==> src/design/ttu_pkg.sv <==
// ttu_pkg: shared types and constants of the text-to-unsigned parser.
// No dependencies; imported by ttu_front, ttu_back and the top level.
`timescale 1ns / 1ps

package ttu_pkg;

  // Width of the consumed byte count, saturating at its all-ones value.
  localparam int unsigned COUNT_WIDTH = 12;

  localparam int unsigned BASE_WIDTH  = 6;
  localparam int unsigned VALUE_WIDTH = 64;

  // Character codes used by the classifier.
  localparam logic [7:0] CHAR_SPACE = 8'h20;
  localparam logic [7:0] CHAR_TAB   = 8'h09;
  localparam logic [7:0] CHAR_PLUS  = 8'h2B;
  localparam logic [7:0] CHAR_LC_X  = 8'h78;
  localparam logic [7:0] CHAR_UC_X  = 8'h58;
  localparam logic [7:0] CHAR_ZERO  = 8'h30;
  localparam logic [7:0] CHAR_NINE  = 8'h39;
  localparam logic [7:0] CHAR_UC_A  = 8'h41;
  localparam logic [7:0] CHAR_UC_Z  = 8'h5A;
  localparam logic [7:0] CHAR_LC_A  = 8'h61;
  localparam logic [7:0] CHAR_LC_Z  = 8'h7A;

  // Radix codes.
  localparam logic [BASE_WIDTH-1:0] BASE_AUTO = 6'd0;
  localparam logic [BASE_WIDTH-1:0] BASE_OCT  = 6'd8;
  localparam logic [BASE_WIDTH-1:0] BASE_DEC  = 6'd10;
  localparam logic [BASE_WIDTH-1:0] BASE_HEX  = 6'd16;
  localparam logic [BASE_WIDTH-1:0] BASE_RESET = BASE_DEC;

  // One classified input byte, as handed from the front to the back.
  typedef struct packed {
    logic                  start;   // first byte of a new string
    logic                  blank;   // space or tab
    logic                  plus;    // '+'
    logic                  zero;    // '0'
    logic                  is_x;    // 'x' or 'X'
    logic                  dig_ok;  // alphanumeric digit
    logic [BASE_WIDTH-1:0] dig;     // digit value 0..35
  } byte_class_t;

endpackage

==> src/design/text_to_unsigned_parser_unit.sv <==
// text_to_unsigned_parser_unit: top level of the streaming ASCII-to-unsigned
// parser. Depends on ttu_pkg, ttu_front and ttu_back.
//
// Usage:
//   Input channel (push/full): one byte per transaction, character_i with
//   string_start_i marking the first byte of a string. A transaction is
//   taken at a clock edge with push high and full low.
//   Result channel (empty/pop): while empty is low, value_o and
//   consumed_count_o show the oldest result; pop high at an edge takes it.
//   At most one result per string, from the first byte that is not a digit
//   of the radix (NUL included); later bytes are dropped until a new start.
//   Config channel (cfg_valid_i/cfg_ready_o): writes the radix, 0 = detect
//   from the prefix. Ready is always high; write only while idle.
// Timing:
//   The back end parses a byte as it takes it from the byte queue; a result
//   waits in the result queue. Throughput is one byte per cycle unless
//   stalled, set by the single 64 x 6 multiply-add on the accumulator.
// Reset: both queues empty, parser waiting for a start, radix 10.
// Stall: a held-off result fills the two-entry result queue, then the back
//   end stops taking bytes, the two-entry byte queue fills and full rises.
`timescale 1ns / 1ps

module text_to_unsigned_parser_unit (
  input  logic                               clk_i,
  input  logic                               rst_ni,
  input  logic                               push,
  output logic                               full,
  input  logic [7:0]                         character_i,
  input  logic                               string_start_i,
  output logic                               empty,
  input  logic                               pop,
  output logic [ttu_pkg::VALUE_WIDTH-1:0]    value_o,
  output logic [ttu_pkg::COUNT_WIDTH-1:0]    consumed_count_o,
  input  logic                               cfg_valid_i,
  output logic                               cfg_ready_o,
  input  logic [ttu_pkg::BASE_WIDTH-1:0]     cfg_base_setting_i
);
  import ttu_pkg::*;

  logic [BASE_WIDTH-1:0] base_setting_q;
  logic                  fb_valid;
  logic                  fb_take;
  byte_class_t           fb_item;

  // Radix register; written by a config transaction.
  assign cfg_ready_o = 1'b1;

  always_ff @(posedge clk_i or negedge rst_ni) begin
    if (!rst_ni) begin
      base_setting_q <= BASE_RESET;
    end else if (cfg_valid_i && cfg_ready_o) begin
      base_setting_q <= cfg_base_setting_i;
    end
  end

  // Front end: byte classification and the byte queue.
  ttu_front u_front (
    .clk_i          (clk_i),
    .rst_ni         (rst_ni),
    .push_i         (push),
    .full_o         (full),
    .character_i    (character_i),
    .string_start_i (string_start_i),
    .out_valid_o    (fb_valid),
    .out_item_o     (fb_item),
    .out_take_i     (fb_take)
  );

  // Back end: parse sequencer, accumulator and result queue.
  ttu_back u_back (
    .clk_i            (clk_i),
    .rst_ni           (rst_ni),
    .in_valid_i       (fb_valid),
    .in_item_i        (fb_item),
    .in_take_o        (fb_take),
    .base_setting_i   (base_setting_q),
    .pop_i            (pop),
    .empty_o          (empty),
    .value_o          (value_o),
    .consumed_count_o (consumed_count_o)
  );

endmodule

==> src/design/ttu_front.sv <==
// ttu_front: classifies incoming bytes and holds them in a two-entry queue.
// Depends on ttu_pkg.
`timescale 1ns / 1ps

module ttu_front (
  input  logic                  clk_i,
  input  logic                  rst_ni,
  input  logic                  push_i,
  output logic                  full_o,
  input  logic [7:0]            character_i,
  input  logic                  string_start_i,
  output logic                  out_valid_o,
  output ttu_pkg::byte_class_t  out_item_o,
  input  logic                  out_take_i
);
  import ttu_pkg::*;

  byte_class_t cls;
  byte_class_t q_mem [2];
  logic        wr_ptr_q, wr_ptr_d;
  logic        rd_ptr_q, rd_ptr_d;
  logic [1:0]  cnt_q, cnt_d;
  logic        do_push, do_pop;

  always_comb begin
    cls        = '0;
    cls.start  = string_start_i;
    cls.blank  = (character_i == CHAR_SPACE) || (character_i == CHAR_TAB);
    cls.plus   = (character_i == CHAR_PLUS);
    cls.zero   = (character_i == CHAR_ZERO);
    cls.is_x   = (character_i == CHAR_LC_X) || (character_i == CHAR_UC_X);
    if (character_i >= CHAR_ZERO && character_i <= CHAR_NINE) begin
      cls.dig_ok = 1'b1;
      cls.dig    = BASE_WIDTH'(character_i - CHAR_ZERO);
    end else if (character_i >= CHAR_UC_A && character_i <= CHAR_UC_Z) begin
      cls.dig_ok = 1'b1;
      cls.dig    = BASE_WIDTH'(character_i - CHAR_UC_A + 8'd10);
    end else if (character_i >= CHAR_LC_A && character_i <= CHAR_LC_Z) begin
      cls.dig_ok = 1'b1;
      cls.dig    = BASE_WIDTH'(character_i - CHAR_LC_A + 8'd10);
    end
  end

  assign full_o      = (cnt_q == 2'd2);
  assign out_valid_o = (cnt_q != 2'd0);
  assign out_item_o  = q_mem[rd_ptr_q];
  assign do_push     = push_i && !full_o;
  assign do_pop      = out_take_i && out_valid_o;

  always_comb begin
    wr_ptr_d = do_push ? !wr_ptr_q : wr_ptr_q;
    rd_ptr_d = do_pop  ? !rd_ptr_q : rd_ptr_q;
    cnt_d    = cnt_q + 2'(do_push) - 2'(do_pop);
  end

  always_ff @(posedge clk_i or negedge rst_ni) begin
    if (!rst_ni) begin
      wr_ptr_q <= 1'b0;
      rd_ptr_q <= 1'b0;
      cnt_q    <= 2'd0;
    end else begin
      wr_ptr_q <= wr_ptr_d;
      rd_ptr_q <= rd_ptr_d;
      cnt_q    <= cnt_d;
    end
  end

  always_ff @(posedge clk_i) begin
    if (do_push) begin
      q_mem[wr_ptr_q] <= cls;
    end
  end

  a_cnt_bound: assert property (@(posedge clk_i) disable iff (!rst_ni)
    cnt_q != 2'd3)
    else $error("front queue count out of range");

endmodule

==> src/design/ttu_back.sv <==
// ttu_back: parse sequencer with the accumulator multiply-add and the
// two-entry result queue. Depends on ttu_pkg.
`timescale 1ns / 1ps

module ttu_back (
  input  logic                               clk_i,
  input  logic                               rst_ni,
  input  logic                               in_valid_i,
  input  ttu_pkg::byte_class_t               in_item_i,
  output logic                               in_take_o,
  input  logic [ttu_pkg::BASE_WIDTH-1:0]     base_setting_i,
  input  logic                               pop_i,
  output logic                               empty_o,
  output logic [ttu_pkg::VALUE_WIDTH-1:0]    value_o,
  output logic [ttu_pkg::COUNT_WIDTH-1:0]    consumed_count_o
);
  import ttu_pkg::*;

  typedef enum logic [5:0] {
    ST_IDLE      = 6'b000001,
    ST_BLANKS    = 6'b000010,
    ST_PREFIX    = 6'b000100,
    ST_ZERO_AUTO = 6'b001000,
    ST_ZERO_HEX  = 6'b010000,
    ST_DIGITS    = 6'b100000
  } state_e;

  typedef struct packed {
    logic [VALUE_WIDTH-1:0] value;
    logic [COUNT_WIDTH-1:0] count;
  } result_t;

  state_e                   state_q, st_v, ph;
  logic [VALUE_WIDTH-1:0]   acc_q, acc_base, acc_n;
  logic [VALUE_WIDTH+BASE_WIDTH-1:0] prod;
  logic [BASE_WIDTH-1:0]    eb_q, eb_v;
  logic [COUNT_WIDTH-1:0]   cnt_q, cnt_base, cnt_n;
  logic [COUNT_WIDTH:0]     cnt_sum;
  logic [1:0]               inc_v, inc_tot;
  logic                     to_pre, to_dig, dig_hit, emit;
  logic                     take;

  result_t                  res_mem [2];
  logic                     res_wr_q, res_rd_q;
  logic [1:0]               res_cnt_q;
  logic                     res_push, res_pop;

  assign in_take_o = in_valid_i && (res_cnt_q != 2'd2);
  assign take      = in_take_o;

  // One byte per cycle unless stalled: the start flag zeroes the working
  // state, then the phase logic decides: skip, set a radix, digit or stop.
  always_comb begin
    ph       = in_item_i.start ? ST_BLANKS : state_q;
    acc_base = in_item_i.start ? '0 : acc_q;
    eb_v     = in_item_i.start ? '0 : eb_q;
    cnt_base = in_item_i.start ? '0 : cnt_q;
    st_v     = ph;
    inc_v    = 2'd0;
    to_pre   = 1'b0;
    to_dig   = 1'b0;
    unique case (ph)
      ST_IDLE: begin
        st_v = ST_IDLE;
      end
      ST_BLANKS: begin
        if (in_item_i.blank) begin
          inc_v = 2'd1;
        end else if (in_item_i.plus) begin
          inc_v = 2'd1;
          st_v  = ST_PREFIX;
        end else begin
          to_pre = 1'b1;
        end
      end
      ST_PREFIX: begin
        to_pre = 1'b1;
      end
      ST_ZERO_AUTO: begin
        if (in_item_i.is_x) begin
          eb_v  = BASE_HEX;
          inc_v = 2'd1;
          st_v  = ST_DIGITS;
        end else begin
          eb_v   = BASE_OCT;
          to_dig = 1'b1;
        end
      end
      ST_ZERO_HEX: begin
        if (in_item_i.is_x) begin
          inc_v = 2'd2;
          st_v  = ST_DIGITS;
        end else begin
          // the held zero counts as a digit of value zero
          inc_v  = 2'd1;
          to_dig = 1'b1;
        end
      end
      ST_DIGITS: begin
        to_dig = 1'b1;
      end
      default: begin
        st_v = ST_IDLE;
      end
    endcase

    if (to_pre) begin
      if (base_setting_i == BASE_AUTO) begin
        if (in_item_i.zero) begin
          inc_v = 2'd1;
          st_v  = ST_ZERO_AUTO;
        end else begin
          eb_v   = BASE_DEC;
          to_dig = 1'b1;
        end
      end else if (base_setting_i == BASE_HEX) begin
        eb_v = BASE_HEX;
        if (in_item_i.zero) begin
          st_v = ST_ZERO_HEX;
        end else begin
          to_dig = 1'b1;
        end
      end else begin
        eb_v   = base_setting_i;
        to_dig = 1'b1;
      end
    end

    dig_hit = to_dig && in_item_i.dig_ok && (in_item_i.dig < eb_v);
    emit    = to_dig && !dig_hit;
    if (to_dig) begin
      st_v = dig_hit ? ST_DIGITS : ST_IDLE;
    end
  end

  // Multiply-add, wrapping at 64 bits; a 64 x 6 product.
  always_comb begin
    prod  = acc_base * eb_v;
    acc_n = prod[VALUE_WIDTH-1:0] + VALUE_WIDTH'(in_item_i.dig);
  end

  // Saturating count; the increment never exceeds two.
  always_comb begin
    inc_tot = inc_v + 2'(dig_hit);
    cnt_sum = {1'b0, cnt_base} + (COUNT_WIDTH+1)'(inc_tot);
    cnt_n   = cnt_sum[COUNT_WIDTH] ? '1 : cnt_sum[COUNT_WIDTH-1:0];
  end

  always_ff @(posedge clk_i or negedge rst_ni) begin
    if (!rst_ni) begin
      state_q <= ST_IDLE;
      acc_q   <= '0;
      eb_q    <= '0;
      cnt_q   <= '0;
    end else if (take) begin
      state_q <= st_v;
      acc_q   <= dig_hit ? acc_n : acc_base;
      eb_q    <= eb_v;
      cnt_q   <= cnt_n;
    end
  end

  // Result queue.
  assign res_push         = take && emit;
  assign res_pop          = pop_i && (res_cnt_q != 2'd0);
  assign empty_o          = (res_cnt_q == 2'd0);
  assign value_o          = res_mem[res_rd_q].value;
  assign consumed_count_o = res_mem[res_rd_q].count;

  always_ff @(posedge clk_i or negedge rst_ni) begin
    if (!rst_ni) begin
      res_wr_q  <= 1'b0;
      res_rd_q  <= 1'b0;
      res_cnt_q <= 2'd0;
    end else begin
      if (res_push) begin
        res_wr_q <= !res_wr_q;
      end
      if (res_pop) begin
        res_rd_q <= !res_rd_q;
      end
      res_cnt_q <= res_cnt_q + 2'(res_push) - 2'(res_pop);
    end
  end

  always_ff @(posedge clk_i) begin
    if (res_push) begin
      res_mem[res_wr_q] <= '{value: acc_base, count: cnt_n};
    end
  end

  a_emit_idles: assert property (@(posedge clk_i) disable iff (!rst_ni)
    res_push |=> (state_q == ST_IDLE))
    else $error("parser not idle after a result");

  a_idle_holds: assert property (@(posedge clk_i) disable iff (!rst_ni)
    (take && (state_q == ST_IDLE) && !in_item_i.start)
      |=> ($stable(acc_q) && (state_q == ST_IDLE)))
    else $error("idle parser changed state on an ignored byte");

  a_count_grows: assert property (@(posedge clk_i) disable iff (!rst_ni)
    (take && !in_item_i.start) |=> (cnt_q >= $past(cnt_q)))
    else $error("byte count decreased within a string");

endmodule

==> config.mk <==
export PLATFORM = sky130hd
export DESIGN_NAME = text_to_unsigned_parser_unit
export DESIGN_NICKNAME = d
export VERILOG_FILES = /design/src/design/ttu_pkg.sv /design/src/design/text_to_unsigned_parser_unit.sv /design/src/design/ttu_front.sv /design/src/design/ttu_back.sv
export SDC_FILE = /design/constraint.sdc
export NUM_CORES = 1
export LEC_CHECK = 0
export BUFFER_PORTS_ARGS = -buffer_cell sky130_fd_sc_hd__buf_2
export CAP_MARGIN = 20
export CORE_UTILIZATION = 50
export CTS_BUF_LIST = sky130_fd_sc_hd__clkbuf_2 sky130_fd_sc_hd__clkbuf_4 sky130_fd_sc_hd__clkbuf_8
export DETAILED_ROUTE_END_ITERATION = 10
export GPL_ROUTABILITY_DRIVEN = 0
export GPL_TIMING_DRIVEN = 1
export PLACE_DENSITY = 0.79
export SETUP_SLACK_MARGIN = 0.1
export SYNTH_ARGS = -nofsm -noshare
export SYNTH_HDL_FRONTEND = slang
export SYNTH_SLANG_ARGS = --single-unit
==> constraint.sdc <==
create_clock -name clk_i -period 18 [get_ports clk_i]
set_input_delay 3.6 -clock clk_i [delete_from_list [all_inputs] [get_ports clk_i]]
set_output_delay 3.6 -clock clk_i [all_outputs]
set_load 0.1 [all_outputs]
* Yosys cells after proc, flatten, opt, wreduce, memory -nomap -nowiden
Memory sizes are Yosys's and may differ from the RTL's.
Cells that the tools add are included.
** Cells by class
- Eq/ne operators :: 14
- Mux-type cells :: 47
- $mul :: 1
- Reduce and logical (&&, ||, !) cells :: 25
- $add $sub $neg :: 12
- Magnitude comparators :: 7
** Operator list (count)
- $mux W64 :: 2
- $mux W6 :: 17
- $add A64 B6 Y64 :: 1
- $mul A64 B6 Y64 :: 1
- $eq A8 B6 Y1 const B :: 3
- $mux W12 :: 2
- $mux W7 :: 3
- $pmux W6 S3 :: 1
- $eq A8 B7 Y1 const B :: 2
- $ge A8 B7 Y1 const B :: 2
- $le A8 B7 Y1 const B :: 2
- $add A12 B2 Y13 :: 1
- $mux W1 :: 13
- $add A6 B4 Y6 const B :: 2
- $eq A6 B5 Y1 const B :: 2
- $sub A6 B6 Y6 const B :: 2
- $logic_and A1 B1 Y1 :: 11
- $mux W2 :: 5
- $eq A8 B4 Y1 const B :: 1
- $ge A8 B6 Y1 const B :: 1
- $le A8 B6 Y1 const B :: 1
- $add A2 B1 Y2 :: 3
- $eq A6 B2 Y1 const B :: 1
- $eq A6 B3 Y1 const B :: 1
- other kinds (16) :: 26
** Word-level totals
- Bits of input ports :: 20
- Bits in writable memories :: 176
- Register bits :: 102
- Output and inout port bits :: 79
- Memories kept :: 2
** Memories
- u_back.res_mem :: depth 2, width 76, read ports 1, clocked after Yosys merged registers in 0, write ports 1, RTL line ttu_back.sv:43 : result_t res_mem [2];
- u_front.q_mem :: depth 2, width 12, read ports 1, clocked after Yosys merged registers in 0, write ports 1, RTL line ttu_front.sv:19 : byte_class_t q_mem [2];

* Longest topological paths before layout
Gate-level depths: netlist (run 1).
An unclocked memory read counts as a cell.
- Depth in word-level cells :: 16
- Depth in mapped cells :: 29
- Depth with buffers taken out :: 26

* Modules after synthesis
A second synthesis (run 1) with hierarchy kept.
** Unflattened totals
- Cells, all modules :: 2250
- Area, all modules :: 23237.3 sq um
** By module, submodules not included
- ttu_back :: times used 1, area an instance 21430.6 sq um, cells each 2109
- ttu_front :: times used 1, area an instance 1541.5 sq um, cells each 126
- text_to_unsigned_parser_unit :: times used 1, area an instance 265.3 sq um, cells each 15

* Least setup slack after synthesis (run 1)
No wires, ideal clock.
- Kind :: register -> register
- From :: register u_back.state_q[3]
- To :: memory u_back.res_mem[0][0] in the netlist's numbering, enable pin
- Data arrival time :: 10218 ps
- Setup time :: 698 ps
- Path buffers :: 1
- Stages on the path, launching flop included :: 16
- Clock period less this slack :: 10916 ps
- Path slack :: 7084 ps
- Required time :: 17302 ps
- Cell sequence :: dfrtp_1 > or4b_4 > o31a_4 > o21a_2 > o21a_1 > a22o_1 > inv_2 > clkbuf_1 > ha_1 > and4_1 > a211oi_1 > nand2_1 > nor2_1 > o21ai_2 > inv_2 > nor4_1
** Between the ends
- Longest elaborated chain between the ends :: 15
- Elaborated cells on any way between the ends :: 25
** RTL lines
- from (decl) :: RTL line ttu_back.sv:33 : state_e state_q, st_v, ph;
- from (signal assigned) :: RTL line ttu_back.sv:156 : state_q <= st_v;
- $mux W6 (*) :: RTL line ttu_back.sv:54 : ph = in_item_i.start ? ST_BLANKS : state_q;
- branches (longest 10 deep; another with $lt A6 B6 Y1)
- $logic_and A1 B1 Y1 (*) :: RTL line ttu_back.sv:130 : emit = to_dig && !dig_hit;
- $logic_and A1 B1 Y1 (*) :: RTL line ttu_back.sv:164 : assign res_push = take && emit;
- $mux W1 (*) :: RTL line ttu_back.sv:187 : if (res_push) begin
- $mux W1 (implied by the code) (*) :: RTL line ttu_back.sv:188 : res_mem[res_wr_q] <= '{value: acc_base, count: cnt_n};
- to (decl) :: RTL line ttu_back.sv:43
Mark *: on every way between the ends.

* Final worst setup path (run 1)
- From :: register u_front.rd_ptr_q
- To :: register u_back.acc_q[60]
** Between the ends
- Longest elaborated chain between the ends :: 12
- Elaborated cells on any way between the ends :: 30
** RTL lines
- from (decl) :: RTL line ttu_front.sv:21 : logic rd_ptr_q, rd_ptr_d;
- from (signal assigned) :: RTL line ttu_front.sv:63 : rd_ptr_q <= rd_ptr_d;
- $mem_v2 Z2 W12 (*)
- branches (longest 10 deep; another with $mul A64 B6 Y64)
- $mux W64 (*) :: RTL line ttu_back.sv:157 : acc_q <= dig_hit ? acc_n : acc_base;
- to (signal assigned) :: RTL line ttu_back.sv:157
- to (decl) :: RTL line ttu_back.sv:34 : logic [VALUE_WIDTH-1:0] acc_q, acc_base, acc_n;
Marks and branches as above.
A chain may end at the register's enable or synchronous reset.

==> results.md, run 1 <==
* Number of flops mapped to enable cells by yosys at 176
* Estimated wirelength of the detail-placed design at slightly below 40,000 um
* Number of vias in the routed layout at 17,060
* Fin crit share at 0.5032
* Layout Skew at about 0.043 ns
* Sink Count at roughly 280
* Register Area at 0.007845 sq mm
* Number of levels in the clock H-tree at 2
* Dominant combinational cell family by area after synthesis: adder cells
* Share of synthesized cell area in and, or, nand and nor gates at 0.1429
* Fraction of final layout cells with drive strength greater than 1 at 0.1375
* Sequential fraction of the synthesis area at 0.3411
* Slowest Stage Delay on Critical Path at just under 0.9 ns
* Actual transition at the worst max-transition pin at 0.9545 ns
* Compound-Gate Fraction of Synth Area at 0.1024
* Number of diodes at 0
* Maximum buffer depth of the clock tree at 3
* I/O pins at 99
* Final critical-path required period at about 9.1 ns
* Cell leakage power at 0.01180 uW
* Top cells by count, synth: nor2_1, fa_1, nand2_1
* Outcome: complete, no violations
* Die Y-Extent at between 200 and 250 um
* Worst Setup Start Kind: register
* Number of distinct standard cells referenced by the synthesized netlist at 84
* Post-detailed-route wirelength per cell at 18.06 um
* Most common cell in the synthesized netlist: nor2_1
* Combined area of all synthesized cells at 0.02299 sq mm
* Number of DRC markers after the initial detailed-route iteration at 1,538
* Aggregate global routing overflow at 0
* Kind of end point of the critical path: register
* Most used flip-flop cell after synthesis: edfxtp_1
* Clock-pin slew of the registers on the worst-case setup and hold paths at 0.07 ns
* Die width at 216.4 um
* Inst Count DP at 2,850
* Starting Density at 0.5065
* Peak Freq at 110.4 MHz
* # DRC at 0
* Post-Synth Adder-Cell Area at 0.2915
* Finished Layout Cells at 2,942
* Cts-stage hold buffer count at 0
* Final TNS setup at 0 ns
* Pin count of the biggest net entering global routing at 83
* Final setup violation count at 0
* Maximum vdd drop at around 130 uV
* Die Footprint at around 0.047 sq mm
* Via/cell ratio at 5.799
* CP Max Fanout at 82
* Number of max-slew violations in the final report at 0
* Arrival time at the worst endpoint at 9.58 ns
* Global-route wire length before repair at roughly 90,000 um
* Library cell occupying the most area in the post-synthesis netlist: edfxtp_1
* RSZ-0062 raised after global routing: false
* Final ANT Viol Nets at 0
* Global-route usage over all layers at 0.2346
* Seq cells post-synth at 278
* Number of core rows at 78
* Yosys Warn Count at 0
* Biggest area contributors in the synthesized netlist: edfxtp_1, fa_1, dfrtp_1, ha_1, nor2_1
* Proportion of power drawn by flip-flops and latches at 0.304
* Router iterations before antenna repair at 6
* Worst Path Class, Setup: register to register
* Clock Power Share at 0.211
* Number of gates resized after cts at 0
* Core Region at approximately 0.045 sq mm
* Detailed-route wire length at roughly 53,000 um
* Setup Buffers After CTS at 0
* Avg Inst Size Synth at 10.29 sq um
* Port buffer count at 97
* Post-synthesis mux area share at 0.05013
* Multi-input combinational cell area at approximately 0.014 sq mm
* CTS tree: done
* Antenna violations before repair at 0
* Share of synthesized registers carrying an async set or reset at 0.3669
* Vias in the first global route at around 18,000
* Power Density at 116.1 mW/mm^2
* Int Power at 1438 uW
* Headroom to the max-slew limit at 0.3630
* Reg2Reg Setup Slack at 8.94 ns
* Synthesized instance count at 2,235
* Max-capacitance violation count at 0
* Synth Area in XOR/XNOR at 0.03222
* Clock root buffer: clkbuf_8
* Comb power frac at 0.485
* Filler cells at 3,810
* Net count reported at finish at 2,713
* Share of total power consumed by net switching at 0.5055
* Critical path required time at 18.52 ns
* Worst min-delay path category: register to register
* Cell at the slowest stage of the critical path: dfrtp_1
* Area growth from synthesis to layout at 8.916%
* Insertion delay of the later-clocked pin in the worst-skew pair at 0.66 ns
* Num CTS Buffers at 48
* Share of the synthesized area in the top cell type at 0.2299
* Syn_nets at approximately 2,600
* Final hold violation count at 0
* Switching power at 1469 uW
## layer usage
metal | part of all wire | track usage
met5 | 0 | 0
met2 | 0.48 | 0.3843
met4 | 0.034 | 0.09178
met1 | 0.42 | 0.3124
met3 | 0.067 | 0.03874
## registers in the layout, indices dropped and copies added (netlist names)
name / flops
base_setting_q: 6
u_back.acc_q: 64
u_back.cnt_q: 12
u_back.eb_q: 6
u_back.res_cnt_q: 2
u_back.res_mem: 152
u_back.res_rd_q: 1
u_back.res_wr_q: 1
u_back.state_q: 6
u_front.cnt_q: 2
u_front.q_mem: 24
u_front.rd_ptr_q: 1
u_front.wr_ptr_q: 1
## final timing paths
| kind | start | endpoint | cells past startpoint |
|---|---|---|---|
| setup reg to reg | u_front.rd_ptr_q$_DFFE_PN0P_ | u_back.acc_q[60]$_DFFE_PN0P_ | 27 |
| min in group asynchronous | rst_ni | base_setting_q[0]$_DFFE_PN0P_ | 1 |
| hold / removal | u_back.acc_q[43]$_DFFE_PN0P_ | u_back.acc_q[43]$_DFFE_PN0P_ | 2 |
| hold reg to reg | u_back.acc_q[43]$_DFFE_PN0P_ | u_back.acc_q[43]$_DFFE_PN0P_ | 2 |
| setup / recovery | u_front.rd_ptr_q$_DFFE_PN0P_ | u_back.acc_q[60]$_DFFE_PN0P_ | 27 |
| max in group asynchronous | rst_ni | u_back.acc_q[40]$_DFFE_PN0P_ | 3 |
## worst max-delay path, delay by kind of cell (launching register included)
| family | cells | cell delay, ns |
|---|---|---|
| adders and majority gates | 5 | 2.43 |
| xor gates and xnor gates | 1 | 0.16 |
| muxes | 1 | 0.34 |
| and+or+nand+nor | 2 | 0.51 |
| buffers and inverters | 6 | 1.37 |
| AOI/OAI and AO/OA | 12 | 3.23 |
| DFF | 1 | 0.87 |
## cells in the final DEF, fill, tap and decap left out, types with 8 or more instances in the layout
| master | n |
|---|---|
| xor2_1 | 34 |
| clkbuf_4 | 9 |
| edfxtp_1 | 176 |
| mux2_2 | 95 |
| o211ai_1 | 10 |
| nor2_1 | 397 |
| o21ai_0 | 120 |
| and3_1 | 13 |
| buf_4 | 17 |
| and2_1 | 14 |
| clkbuf_8 | 51 |
| clkinv_1 | 14 |
| dfrtp_1 | 98 |
| clkinv_2 | 8 |
| xnor2_1 | 48 |
| nand2b_1 | 20 |
| nand4_1 | 12 |
| inv_1 | 137 |
| o21bai_1 | 10 |
| a21oi_1 | 87 |
| fa_1 | 241 |
| nand2_1 | 224 |
| buf_2 | 96 |
| nor2b_1 | 9 |
| a22o_1 | 11 |
| o21a_1 | 8 |
| a31oi_1 | 11 |
| nor3_1 | 17 |
| ha_1 | 150 |
| a21o_1 | 44 |
| nand3_1 | 25 |
## cells by family after synthesis
logic type / after synthesis
adder cells (fa/ha/maj): 391
multiplexers: 102
flip-flops: 278
AO/OA/AOI/OAI: 369
XOR/XNOR: 83
buffers and inverters: 238
other: 1
AND/OR/NAND/NOR: 773
## layout make-up
class                   instances  share of cell area
repair buffers                114             0.02539
multi-input cells            1719              0.5697
well taps                     600             0.02999
flip-flops and latches        278              0.3133
clock inverters                30            0.009745
inverters                     141             0.02114
clock buffers                  60             0.03073
## power groups by stage
stage                     clock (uW)  combinational, uW  sequential [uW]
after floorplan                    0               1160              873
after global placement             0               1390              889
after detailed placement           0               1410              896
after CTS                        630               1410              884
after global routing             654               1490              896
final                            613               1410              884
## per-stage QoR
step,setup WS (ns),area [sq um],utilization,hold WS (ns),power (uW)
after floorplan,7.084,22990,-,0.4418,2035
after global placement,9.346,23990,0.5286,0.4615,2276
after detailed placement,9.055,23990,0.5286,0.4701,2303
after CTS,9.023,25000,0.5509,0.4853,2926
after global routing,8.433,25040,0.5517,0.4949,3040
final,8.942,25040,0.5517,0.4800,2907
Note: power is estimated with default switching activity, not from simulation.
==> run 2: changes to the inputs <==
--- a/config.mk
+++ b/config.mk
@@ -12,7 +12,7 @@
 export DETAILED_ROUTE_END_ITERATION = 10
 export GPL_ROUTABILITY_DRIVEN = 0
 export GPL_TIMING_DRIVEN = 1
-export PLACE_DENSITY = 0.79
+export PLACE_DENSITY = 0.81
 export SETUP_SLACK_MARGIN = 0.1
 export SYNTH_ARGS = -nofsm -noshare
 export SYNTH_HDL_FRONTEND = slang
==> constraint.sdc (replaced) <==
create_clock -name clk_i -period 7.73 [get_ports clk_i]
set_input_delay 1.546 -clock clk_i [delete_from_list [all_inputs] [get_ports clk_i]]
set_output_delay 1.546 -clock clk_i [all_outputs]
set_load 0.1 [all_outputs]
==> run 2 against run 1 <==
Against the previous run:
- register-to-register slack got worse by 8.5 ns
- combinational power increased by 140%
- sequential share of layout area decreased by 0.21 points
- wire length increased by 3.0%
- clock power increased by 140%
- core utilization increased by 0.38 points
- cell area increased by 0.68%
- first-iteration DRC count increased by 24%
- die area unchanged
- total power increased by 140%
- clock skew decreased by 0.010 ns
- clock-buffer cell count decreased by 1
==> results.md, run 2 (synthesized netlist as in run 1, its figures left out) <==
* Pin count of the biggest net entering global routing at 69 (was 83)
* Starting Density at 0.5065 (unchanged)
* Estimated wirelength of the detail-placed design at 39,910 um (was 38,610 um)
* Area growth from synthesis to layout at 9.661% (was 8.916%)
* Cell leakage power at 0.01188 uW (was 0.01180 uW)
* Via/cell ratio at 5.880 (was 5.799)
* Max-capacitance violation count at 0 (unchanged)
* Core Region at 0.04538 sq mm (unchanged)
* Die width at 216.4 um (unchanged)
* Final hold violation count at 0 (unchanged)
* Most common cell after layout, fill and taps aside: nor2_1 (unchanged)
* Final ANT Viol Nets at 0 (unchanged)
* Global-route usage over all layers at 0.2359 (was 0.2346)
* CTS tree: done (unchanged)
* I/O pins at 99 (unchanged)
* Sink Count at 278 (unchanged)
* Kind of end point of the critical path: register (unchanged)
* CP Max Fanout at 31 (was 82)
* Final critical-path required period at 7.316 ns (was 9.058 ns)
* Number of core rows at 78 (unchanged)
* Post-route design area at 0.02521 sq mm (was 0.02504 sq mm)
* Worst Setup Start Kind: register (unchanged)
* Num CTS Buffers at 45 (was 48)
* Arrival time at the worst endpoint at 7.79 ns (was 9.58 ns)
* Maximum buffer depth of the clock tree at 3 (unchanged)
* Layout Skew at 0.03263 ns (was 0.04276 ns)
* Post-detailed-route wirelength per cell at 18.55 um (was 18.06 um)
* Worst setup slack after layout at 0.4136 ns (was 8.942 ns)
* Cell area after placement at 0.02410 sq mm (was 0.02399 sq mm)
* Leading cell types in the layout, fill and taps excluded: nor2_1, fa_1, nand2_1 (unchanged)
* Peak Freq at 136.7 MHz (was 110.4 MHz)
* Clock-pin slew of the registers on the worst-case setup and hold paths at 0.07 ns (about the same)
* Number of vias in the routed layout at 17,350 (was 17,060)
* Actual transition at the worst max-transition pin at 0.9894 ns (was 0.9545 ns)
* Port buffer count at 97 (unchanged)
* Cts-stage hold buffer count at 0 (unchanged)
* Number of DRC markers after the initial detailed-route iteration at 1,914 (was 1,538)
* Number of max-slew violations in the final report at 0 (unchanged)
* Aggregate global routing overflow at 0 (unchanged)
* Insertion delay of the later-clocked pin in the worst-skew pair at 0.62 ns (was 0.66 ns)
* Number of flip-flops under the largest register name at 152 (unchanged)
* Number of levels in the clock H-tree at 2 (unchanged)
* Largest reg by FF count: u_back.res_mem (unchanged)
* Fraction of final layout cells with drive strength greater than 1 at 0.1443 (was 0.1375)
* RSZ-0062 raised after global routing: false (unchanged)
* Worst min-delay path category: register to register (unchanged)
* Maximum vdd drop at 290.1 uV (was 126.7 uV)
* Vias in the first global route at 18,070 (was 18,010)
* Worst Path Class, Setup: register to register (unchanged)
* Die Footprint at 0.04684 sq mm (unchanged)
* Worst setup slack after placement at 0.2765 ns (was 9.055 ns)
* Number of diodes at 0 (unchanged)
* Fin crit share at 0.9465 (was 0.5032)
* Outcome: complete, no violations (unchanged)
* Final TNS setup at 0 ns (unchanged)
* Largest regs: u_back.res_mem: 152 flops, u_back.acc_q: 64 flops, u_front.q_mem: 24 flops (unchanged)
* Clock root buffer: clkbuf_8 (unchanged)
* Headroom to the max-slew limit at 0.3404 (was 0.3630)
* Antenna violations before repair at 0 (unchanged)
* Final setup violation count at 0 (unchanged)
* Router iterations before antenna repair at 7 (was 6)
* Detailed-route wire length at 54,710 um (was 53,120 um)
* Net count reported at finish at 2,725 (was 2,713)
* End-of-flow core utilization at 0.5555 (was 0.5517)
* Die Y-Extent at 216.4 um (unchanged)
* Power Density at 275.5 mW/mm^2 (was 116.1 mW/mm^2)
* Global-route wire length before repair at 90,450 um (was 89,730 um)
* Filler cells at 3,701 (was 3,810)
* Critical path required time at 8.20 ns (was 18.52 ns)
* # DRC at 0 (unchanged)
[run 2: cell types whose count changed in the layout (fill, tap and decap cells not counted), sizes merged]
cell / delta
clkinv: -10
nand2: +1
clkbuf: -1
clkinvlp: -1
inv: +1
bufinv: +4
buf: +14
[run 2: final timing paths]
kind / startpoint / to / slack, ns / depth (start not counted)
setup / recovery: u_back.state_q[3]$_DFFE_PN0P_ / u_back.acc_q[57]$_DFFE_PN0P_ / 0.41 / 25
hold / removal: u_back.acc_q[39]$_DFFE_PN0P_ / u_back.acc_q[39]$_DFFE_PN0P_ / 0.48 / 2
setup reg to reg: u_back.state_q[3]$_DFFE_PN0P_ / u_back.acc_q[57]$_DFFE_PN0P_ / 0.41 / 25
hold reg to reg: u_back.acc_q[39]$_DFFE_PN0P_ / u_back.acc_q[39]$_DFFE_PN0P_ / 0.48 / 2
max in group asynchronous: rst_ni / u_front.rd_ptr_q$_DFFE_PN0P_ / 5.41 / 2
min in group asynchronous: rst_ni / base_setting_q[5]$_DFFE_PN0P_ / 0.90 / 1
[run 2: through the flow]
step | cells | total power [uW] | hold WS, ns
after CTS | 2945 | 6920 | 0.4879
after global placement | 2862 | 5354 | 0.4627
after global routing | 2950 | 7211 | 0.5038
final | 2950 | 6946 | 0.4802
after detailed placement | 2862 | 5423 | 0.4724
after floorplan | 2235 | 4727 | 0.4418
[run 2: cell type report]
class | count | area, sq um | share of cell area
Tap cell | 600 | 750.7 | 0.02978
Sequential cell | 278 | 7846 | 0.3113
Clock inverter | 24 | 306.5 | 0.01216
Clock buffer | 59 | 724.4 | 0.02874
Multi-Input combinational cell | 1720 | 14310 | 0.5675
Timing Repair Buffer | 128 | 740.7 | 0.02938
Inverter | 141 | 534.3 | 0.02119
[run 2: critical path: stages (launching register included)]
cell       delay, ns
dfrtp_1         0.45
or4b_4          0.58
o31a_4          0.34
o21a_2          0.26
o21a_1          0.18
a22o_1          0.20
inv_2           0.08
buf_6           0.27
nor2_1          0.12
fa_1            0.50
ha_1            0.32
inv_1           0.06
fa_1            0.50
fa_1            0.54
inv_1           0.04
ha_1            0.35
o211ai_1        0.14
o21ai_1         0.30
o2111ai_1       0.17
a2111o_1        0.40
nand2_1         0.13
a41o_1          0.29
a21boi_0        0.23
o41ai_1         0.47
xnor2_1         0.16
o21ai_0         0.08
[run 2: power breakdown]
part | internal, uW | switching, uW | leakage (uW) | total [uW]
Sequential | 1910 | 138 | 0.00301 | 2050
Clock | 854 | 634 | 0.000532 | 1490
Combinational | 721 | 2690 | 0.00834 | 3410
[run 2: what timing repair did]
item | in CTS | in global routing
resized for setup | 0 | 15
setup endpoints to repair | 0 | 17
buffers inserted | 0 | 3
[run 2: layer usage]
metal,part of all wire,track usage,wire (um)
met5,0,0,0
met4,0.033,0.09484,1827
met3,0.073,0.03537,4016
met2,0.49,0.3956,26590
met1,0.41,0.3075,22280
